File: src/rtl/rocfh_pkg.sv
// ----------------------------------------------------------------------------
// rocfh_pkg: shared constants for the rate-of-change fault hold block
// field widths, register indexes and the saturated rate value
// ----------------------------------------------------------------------------
package rocfh_pkg;

  localparam int DATA_W        = 32;  // signed q16.16 sample
  localparam int CFG_W         = 31;  // unsigned q15.16 registers
  localparam int CFG_IDX_W     = 2;
  localparam int HISTORY_DEPTH = 5;

  // configuration register indexes
  localparam logic [CFG_IDX_W-1:0] REG_RATE_LIMIT  = 2'd0;
  localparam logic [CFG_IDX_W-1:0] REG_SCAN_PERIOD = 2'd1;
  localparam logic [CFG_IDX_W-1:0] REG_HOLD_TIME   = 2'd2;

  // register reset values
  localparam logic [CFG_W-1:0] RATE_LIMIT_RST  = 31'd0;
  localparam logic [CFG_W-1:0] SCAN_PERIOD_RST = 31'd6554;
  localparam logic [CFG_W-1:0] HOLD_TIME_RST   = 31'd327680;

  localparam logic [CFG_W-1:0] RATE_MAX = {CFG_W{1'b1}};

endpackage

File: src/rtl/rate_of_change_fault_hold.sv
// ----------------------------------------------------------------------------
// rate_of_change_fault_hold: rate-of-change alarm with off-delayed fault
// five-deep sample history, bit-serial rate divider, peak tracking and
// hold of the last good value while the fault output is set
// ----------------------------------------------------------------------------
// sequence: history differences, sum of magnitudes, divider set-up, the
// bit-serial divider giving one quotient bit a cycle (skipped when the rate
// saturates), limit compare, then off-delay timer and result load; one item
// in flight, and a stalled result holds the sequencer until it is taken
// reset: synchronous active-low rst_n clears history, timer, peak and held
// value and loads register defaults; fault_out reads 1 after reset
// ----------------------------------------------------------------------------
module rate_of_change_fault_hold (
  input  logic                               clk,
  input  logic                               rst_n,
  // input channel
  input  logic                               in_valid,
  output logic                               in_ready,
  input  logic signed [rocfh_pkg::DATA_W-1:0] in_sample,
  input  logic                               in_external_fault,
  // result channel
  output logic                               out_valid,
  input  logic                               out_ready,
  output logic signed [rocfh_pkg::DATA_W-1:0] out_value_out,
  output logic                               out_fault_out,
  output logic [rocfh_pkg::CFG_W-1:0]         out_peak_rate,
  // configuration write port
  input  logic                               cfg_we,
  input  logic [rocfh_pkg::CFG_IDX_W-1:0]     cfg_index,
  input  logic [rocfh_pkg::CFG_W-1:0]         cfg_data
);
  import rocfh_pkg::*;

  // sequencer states
  localparam logic [2:0] ST_IDLE = 3'd0;  // waiting for an input transfer
  localparam logic [2:0] ST_DIFF = 3'd1;  // the two history differences
  localparam logic [2:0] ST_SUM  = 3'd2;  // sum of magnitudes
  localparam logic [2:0] ST_LOAD = 3'd3;  // overflow check, divider set-up
  localparam logic [2:0] ST_DIV  = 3'd4;  // one quotient bit per cycle
  localparam logic [2:0] ST_FIN  = 3'd5;  // limit compare and peak update
  localparam logic [2:0] ST_OUT  = 3'd6;  // off-delay timer and result load

  localparam int QBITS = CFG_W;           // quotient bits produced serially
  localparam int CNT_W = $clog2(QBITS);

  // configuration registers
  logic [CFG_W-1:0] rate_limit_r,  rate_limit_nxt;
  logic [CFG_W-1:0] scan_period_r, scan_period_nxt;
  logic [CFG_W-1:0] hold_time_r,   hold_time_nxt;

  // block state
  logic [2:0]        state_r, state_nxt;
  logic [DATA_W-1:0] dl_r [HISTORY_DEPTH];
  logic [DATA_W-1:0] dl_nxt [HISTORY_DEPTH];
  logic [DATA_W-1:0] held_good_r, held_good_nxt;
  logic [DATA_W-1:0] elapsed_r,   elapsed_nxt;
  logic [CFG_W-1:0]  peak_r,      peak_nxt;
  logic              ext_r,       ext_nxt;
  logic              rate_fault_r, rate_fault_nxt;

  // datapath of the rate calculation
  logic signed [DATA_W:0] diff_a_r, diff_a_nxt;
  logic signed [DATA_W:0] diff_b_r, diff_b_nxt;
  logic [DATA_W+1:0]      sum_r,    sum_nxt;
  logic [CFG_W-1:0]       rem_r,    rem_nxt;   // partial remainder
  logic [QBITS-1:0]       nq_r,     nq_nxt;    // numerator bits out, quotient bits in
  logic                   sat_r,    sat_nxt;
  logic [CNT_W-1:0]       cnt_r,    cnt_nxt;

  // result register
  logic                     out_valid_r, out_valid_nxt;
  logic [DATA_W-1:0]        value_r,     value_nxt;
  logic                     fault_r,     fault_nxt;
  logic [CFG_W-1:0]         peak_out_r,  peak_out_nxt;

  // combinational helpers
  logic [CFG_W-1:0]  per;          // scan period, zero taken as one
  logic [DATA_W:0]   mag_a, mag_b;
  logic [CFG_W+1:0]  trial;
  logic [CFG_W-1:0]  rate;
  logic [DATA_W:0]   tsum;
  logic              in_xfer, out_free, fault_now;

  assign in_ready  = (state_r == ST_IDLE);
  assign in_xfer   = in_valid && in_ready;
  assign out_free  = !out_valid_r || out_ready;

  assign out_valid     = out_valid_r;
  assign out_value_out = value_r;
  assign out_fault_out = fault_r;
  assign out_peak_rate = peak_out_r;

  assign per   = (scan_period_r == '0) ? CFG_W'(1) : scan_period_r;
  assign mag_a = diff_a_r[DATA_W] ? (DATA_W+1)'(0) - diff_a_r : diff_a_r;
  assign mag_b = diff_b_r[DATA_W] ? (DATA_W+1)'(0) - diff_b_r : diff_b_r;
  // trial subtract of the shifted remainder against the period
  assign trial = {1'b0, rem_r, nq_r[QBITS-1]} - {2'b00, per};
  assign rate  = sat_r ? RATE_MAX : nq_r;
  // timer advance, saturating at full scale
  assign tsum      = {1'b0, elapsed_r} + {2'b00, per};
  assign fault_now = rate_fault_r || ext_r;

  always_comb begin
    rate_limit_nxt  = rate_limit_r;
    scan_period_nxt = scan_period_r;
    hold_time_nxt   = hold_time_r;
    state_nxt       = state_r;
    dl_nxt          = dl_r;
    held_good_nxt   = held_good_r;
    elapsed_nxt     = elapsed_r;
    peak_nxt        = peak_r;
    ext_nxt         = ext_r;
    rate_fault_nxt  = rate_fault_r;
    diff_a_nxt      = diff_a_r;
    diff_b_nxt      = diff_b_r;
    sum_nxt         = sum_r;
    rem_nxt         = rem_r;
    nq_nxt          = nq_r;
    sat_nxt         = sat_r;
    cnt_nxt         = cnt_r;
    out_valid_nxt   = out_valid_r;
    value_nxt       = value_r;
    fault_nxt       = fault_r;
    peak_out_nxt    = peak_out_r;

    // register writes, expected only while no item is in work; unknown
    // indexes are ignored
    if (cfg_we) begin
      case (cfg_index)
        REG_RATE_LIMIT:  rate_limit_nxt  = cfg_data;
        REG_SCAN_PERIOD: scan_period_nxt = cfg_data;
        REG_HOLD_TIME:   hold_time_nxt   = cfg_data;
        default: ;
      endcase
    end

    if (out_valid_r && out_ready) begin
      out_valid_nxt = 1'b0;
    end

    case (state_r)
      ST_IDLE: begin
        if (in_xfer) begin
          // newest sample at the head of the history
          for (int i = HISTORY_DEPTH - 1; i > 0; i--) begin
            dl_nxt[i] = dl_r[i-1];
          end
          dl_nxt[0] = in_sample;
          ext_nxt   = in_external_fault;
          state_nxt = ST_DIFF;
        end
      end
      ST_DIFF: begin
        diff_a_nxt = $signed({dl_r[2][DATA_W-1], dl_r[2]}) -
                     $signed({dl_r[0][DATA_W-1], dl_r[0]});
        diff_b_nxt = $signed({dl_r[3][DATA_W-1], dl_r[3]}) -
                     $signed({dl_r[1][DATA_W-1], dl_r[1]});
        state_nxt  = ST_SUM;
      end
      ST_SUM: begin
        sum_nxt   = {1'b0, mag_a} + {1'b0, mag_b};
        state_nxt = ST_LOAD;
      end
      ST_LOAD: begin
        // numerator is sum << 14; its top 17 bits seed the remainder, and
        // the quotient overflows 31 bits exactly when they reach the period
        rem_nxt = {14'd0, sum_r[DATA_W+1:17]};
        nq_nxt  = {sum_r[16:0], 14'd0};
        cnt_nxt = '0;
        if ({14'd0, sum_r[DATA_W+1:17]} >= per) begin
          sat_nxt   = 1'b1;
          state_nxt = ST_FIN;
        end else begin
          sat_nxt   = 1'b0;
          state_nxt = ST_DIV;
        end
      end
      ST_DIV: begin
        if (!trial[CFG_W+1]) begin
          rem_nxt = trial[CFG_W-1:0];
          nq_nxt  = {nq_r[QBITS-2:0], 1'b1};
        end else begin
          rem_nxt = {rem_r[CFG_W-2:0], nq_r[QBITS-1]};
          nq_nxt  = {nq_r[QBITS-2:0], 1'b0};
        end
        cnt_nxt = cnt_r + CNT_W'(1);
        if (cnt_r == CNT_W'(QBITS - 1)) begin
          state_nxt = ST_FIN;
        end
      end
      ST_FIN: begin
        // a zero limit switches off the rate check and freezes the peak
        rate_fault_nxt = (rate_limit_r != '0) && (rate > rate_limit_r);
        if ((rate_limit_r != '0) && (rate > peak_r)) begin
          peak_nxt = rate;
        end
        state_nxt = ST_OUT;
      end
      ST_OUT: begin
        if (out_free) begin
          out_valid_nxt = 1'b1;
          peak_out_nxt  = peak_r;
          if (fault_now) begin
            elapsed_nxt = '0;
            fault_nxt   = 1'b1;
          end else if (elapsed_r < {1'b0, hold_time_r}) begin
            elapsed_nxt = tsum[DATA_W] ? {DATA_W{1'b1}} : tsum[DATA_W-1:0];
            fault_nxt   = 1'b1;
          end else begin
            fault_nxt   = 1'b0;
          end
          // off-delay decides between live and held value
          if (fault_now || (elapsed_r < {1'b0, hold_time_r})) begin
            value_nxt = held_good_r;
          end else begin
            held_good_nxt = dl_r[HISTORY_DEPTH-1];
            value_nxt     = dl_r[0];
          end
          state_nxt = ST_IDLE;
        end
      end
      default: begin
        state_nxt = ST_IDLE;
      end
    endcase
  end

  always_ff @(posedge clk) begin
    if (!rst_n) begin
      rate_limit_r  <= RATE_LIMIT_RST;
      scan_period_r <= SCAN_PERIOD_RST;
      hold_time_r   <= HOLD_TIME_RST;
      state_r       <= ST_IDLE;
      for (int i = 0; i < HISTORY_DEPTH; i++) begin
        dl_r[i] <= '0;
      end
      held_good_r   <= '0;
      elapsed_r     <= '0;
      peak_r        <= '0;
      out_valid_r   <= 1'b0;
      value_r       <= '0;
      fault_r       <= 1'b1;
      peak_out_r    <= '0;
    end else begin
      rate_limit_r  <= rate_limit_nxt;
      scan_period_r <= scan_period_nxt;
      hold_time_r   <= hold_time_nxt;
      state_r       <= state_nxt;
      dl_r          <= dl_nxt;
      held_good_r   <= held_good_nxt;
      elapsed_r     <= elapsed_nxt;
      peak_r        <= peak_nxt;
      out_valid_r   <= out_valid_nxt;
      value_r       <= value_nxt;
      fault_r       <= fault_nxt;
      peak_out_r    <= peak_out_nxt;
    end
  end

  // working registers of the rate datapath, no reset needed
  always_ff @(posedge clk) begin
    ext_r        <= ext_nxt;
    rate_fault_r <= rate_fault_nxt;
    diff_a_r     <= diff_a_nxt;
    diff_b_r     <= diff_b_nxt;
    sum_r        <= sum_nxt;
    rem_r        <= rem_nxt;
    nq_r         <= nq_nxt;
    sat_r        <= sat_nxt;
    cnt_r        <= cnt_nxt;
  end

endmodule

File: config.mk
export PLATFORM = sky130hd
export DESIGN_NAME = rate_of_change_fault_hold
export DESIGN_NICKNAME = d
export VERILOG_FILES = /design/src/rtl/rocfh_pkg.sv /design/src/rtl/rate_of_change_fault_hold.sv
export SDC_FILE = /design/constraint.sdc
export NUM_CORES = 2
export LEC_CHECK = 0
export ABC_CLOCK_PERIOD_IN_PS = 5950
export BUFFER_PORTS_ARGS = -buffer_cell sky130_fd_sc_hd__buf_4
export CORE_MARGIN = 3
export CORE_UTILIZATION = 41
export DETAILED_ROUTE_END_ITERATION = 16
export HOLD_SLACK_MARGIN = 0.02
export SYNTH_ARGS = -nofsm -noshare
export SYNTH_HDL_FRONTEND = slang
export SYNTH_SLANG_ARGS = --single-unit
File: constraint.sdc
create_clock -name clk -period 5.95 [get_ports clk]
set_input_delay 1.19 -clock clk [delete_from_list [all_inputs] [get_ports clk]]
set_output_delay 1.19 -clock clk [all_outputs]
set_load 0.02 [all_outputs]
==> metrics <==
number of nets in the layout 4241; antenna diode count 0; highest attainable clock frequency 195.4 MHz; area of the mapped netlist 32950 um2; Synth cell types 76; synthesis warning total 0; drt initial violations between 1500 and 2000; nature of the critical path startpoint register; Worst Path Max Fanout 19; global placement routability congestion 0.9027; Synth Flop Type dfxtp_1; placed cell count 4874; first-pass iteration count of the detailed router 8; leakage power 14.71 nW; instance count of the mapped netlist 3864; Required @ worst endpoint 6.28 ns; io pins 137; number of placement rows 103; clock latency at the later pin of the worst-skew pair 0.62 ns; Area Overhead vs Synth 12.65%; maximum clock insertion buffer count 3; Total Wirelength just under 90000 um; wire length per cell after detailed routing 17.53 um; detail-routed via count per cell 5.361; number of clock sinks roughly 590; DRC violation count after routing 0; cells taking the most area after synthesis dfxtp_1 25%, edfxtp_1 15%, ha_1 10%; Final Non-Filler Cells roughly 5000; DIE AREA around 84000 um2; buffers inserted during post-CTS setup optimization 0; mean cell area of the mapped netlist 8.527 um2; compound-gate portion of the synthesized area 19.03%; post-synthesis mux area share 2.279%; unrepaired setup endpoints after global routing false; path type of the worst setup path register to register; CP endpoint kind register; maximum level of the CTS H-tree 3; result of the run finished clean; min-delay worst type register to register; half-perimeter wire length of the detailed placement result 64810 um; initial antenna violation count 0; sequential cell area fraction in the yosys report 40.77%; adder and majority cell fraction of the synthesized area 10.63%; DIE HEIGHT between 200 and 300 um; number of global-route vias before repair roughly 25000; CTS tree done; combinational family with the most area after synthesis compound AO/OA/AOI/OAI gates; total of cells resized after clock tree synthesis 0; Power Density 359.0 nW/um2; # setup viols final 0; proportion of register bits with asynchronous set or reset after synthesis 0%; clock-pin slew on the worst setup and hold paths 0.06 ns; maximum ir drop on the vdd rail 0.2335 mV; CTS Hold Bufs 0; Clock Skew 0.03190 ns; data arrival time of the critical path approximately 5.5 ns; Yosys top cell by area dfxtp_1; synthesized netlist net count 4212; Die X-Extent 289.5 um; top-area cell type share of the netlist area 25.28%; clock root buffer clkbuf_16; GRT Total Usage 20.56%; XOR/XNOR share of the synthesized area 5.157%; number of storage elements in the synthesis netlist 586; summed negative setup slack over all endpoints 0 ns; transition time of the tightest slew-check pin approximately 1.3 ns; number of hold violations in the final report 0; placeable core area 79260 um2; Antenna Violating Nets Remaining 0; final critical delay including setup and external delays 5.118 ns; max_cap viols 0; crit share post-route 86.02%; worst-case headroom to the max-slew limit ~16%; total grt overflow 0; number of flops mapped to enable cells by yosys 170; library cell with the highest instance count after synthesis nand2_1; number of clock buffers inserted by TritonCTS 67; most frequent cells after synthesis 723 x nand2_1, 438 x a21oi_1, 416 x dfxtp_1, 272 x ha_1, 241 x nor2_1; starting density of the core about two fifths; fillers 7710; pin count of the biggest net entering global routing ~150; global-route wire length before repair roughly 140000 um; fraction of final layout cells with drive strength greater than 1 8.676%; final max-slew violation count 0; via total after detailed routing around 27000; # port buffers 136; simple logic cell fraction of the synthesized area around 17%
==> sequential cells by signal, indices dropped and copies added, names as in the netlist <==
signal         cells
rate_limit_r      31
state_r            3
scan_period_r     31
rate_fault_r       1
rem_r             31
ext_r              1
out_valid          1
diff_a_r          33
elapsed_r         32
sat_r              1
hold_time_r       31
sum_r             34
out_fault_out      1
peak_r            31
cnt_r              5
out_value_out     32
out_peak_rate     31
nq_r              31
held_good_r       32
dl_r             160
diff_b_r          33
==> worst paths after layout <==
kind	start	endpoint	slack (ns)	depth (start not counted)
max reg2reg	scan_period_r[30]	rem_r[8]	0.83	15
min	out_fault_out	out_fault_out	0.44	2
max	scan_period_r[30]	rem_r[8]	0.83	15
min reg2reg	out_fault_out	out_fault_out	0.44	2
==> final cells by class <==
class	count	area, um2	share of cell area (%)
Multi-Input combinational cell	2844	17960	48.39
Sequential cell	586	13430	36.19
Clock buffer	93	1961	5.283
Tap cell	1050	1314	3.540
Timing Repair Buffer	165	1264	3.405
Inverter	229	869.6	2.343
Clock inverter	25	315.3	0.8495
==> stage by stage <==
step / area (um2) / setup WS (ns) / power (mW) / hold slack (ns) / util [%]
detailed placement: 34840 / 0.8781 / 9.168 / 0.4339 / 43.96
floorplan: 32950 / 1.773 / 8.005 / 0.4319 / -
CTS: 37110 / 0.8035 / 13.46 / 0.4438 / 46.83
global route: 37110 / 0.4879 / 14.10 / 0.4713 / 46.83
finish: 37110 / 0.8319 / 13.32 / 0.4384 / 46.83
global placement: 34840 / 1.134 / 9.159 / 0.4334 / 43.96
==> cells in the final DEF, fill, tap and decap left out, types with 22 or more instances in the layout <==
master	netlist	routed
nand2_1	723	722
inv_1	227	227
o31ai_1	31	31
nor2b_1	27	26
o21ai_0	142	141
o21a_1	40	40
clkbuf_16	0	69
xor2_1	40	40
buf_4	0	163
nor3_1	34	33
nor4_1	25	25
nand3_1	45	44
ha_1	272	272
dfxtp_1	416	416
a21oi_1	438	438
edfxtp_1	170	170
and3_1	22	22
nand4_1	35	35
nand2b_1	26	26
nor2_1	241	239
a211oi_1	82	82
xnor2_1	154	154
or2_2	35	35
o2bb2ai_1	27	27
a21o_1	103	103
mux2i_1	75	75
==> critical path, stage by stage (launching register included) <==
cell and delay, ns:
dfxtp_1 0.34, nor4_1 0.40, nand4_1 0.34, nor2_1 0.18, a41o_1 0.28, ha_1 0.22, fa_1 0.19, nor2b_1 0.07
o31a_1 0.27, o21ai_0 0.36, o21ai_0 0.30, a211oi_1 0.60, o221a_2 0.65, buf_4 0.31, mux2i_1 0.22, o21ai_0 0.09
==> power breakdown <==
group	switching [mW]	total [mW]	internal, mW
logic	2.40	4.05	1.64
registers	0.308	5.02	4.72
clock network	1.75	4.25	2.50
total	4.46	13.3	8.86
==> cells by family (layout without fill, tap and decap cells) <==
family                   after synthesis  after routing
multiplexers                          75             75
flip-flops                           586            586
XOR/XNOR                             194            194
adder cells (fa/ha/maj)              277            277
AO/OA/AOI/OAI                       1009           1009
buffers and inverters                434            512
AND/OR/NAND/NOR                     1289           1289
==> routing by layer <==
metal | wire [um] | vias up | GRT usage [%]
met5 | 0 | - | 0
met4 | 2302 | 0 | 5.885
met3 | 3176 | 121 | 2.596
met2 | 42640 | 461 | 35.95
met1 | 39410 | 12628 | 26.55
li1 | - | 13554 | -
Note: power is estimated with default switching activity, not from simulation.
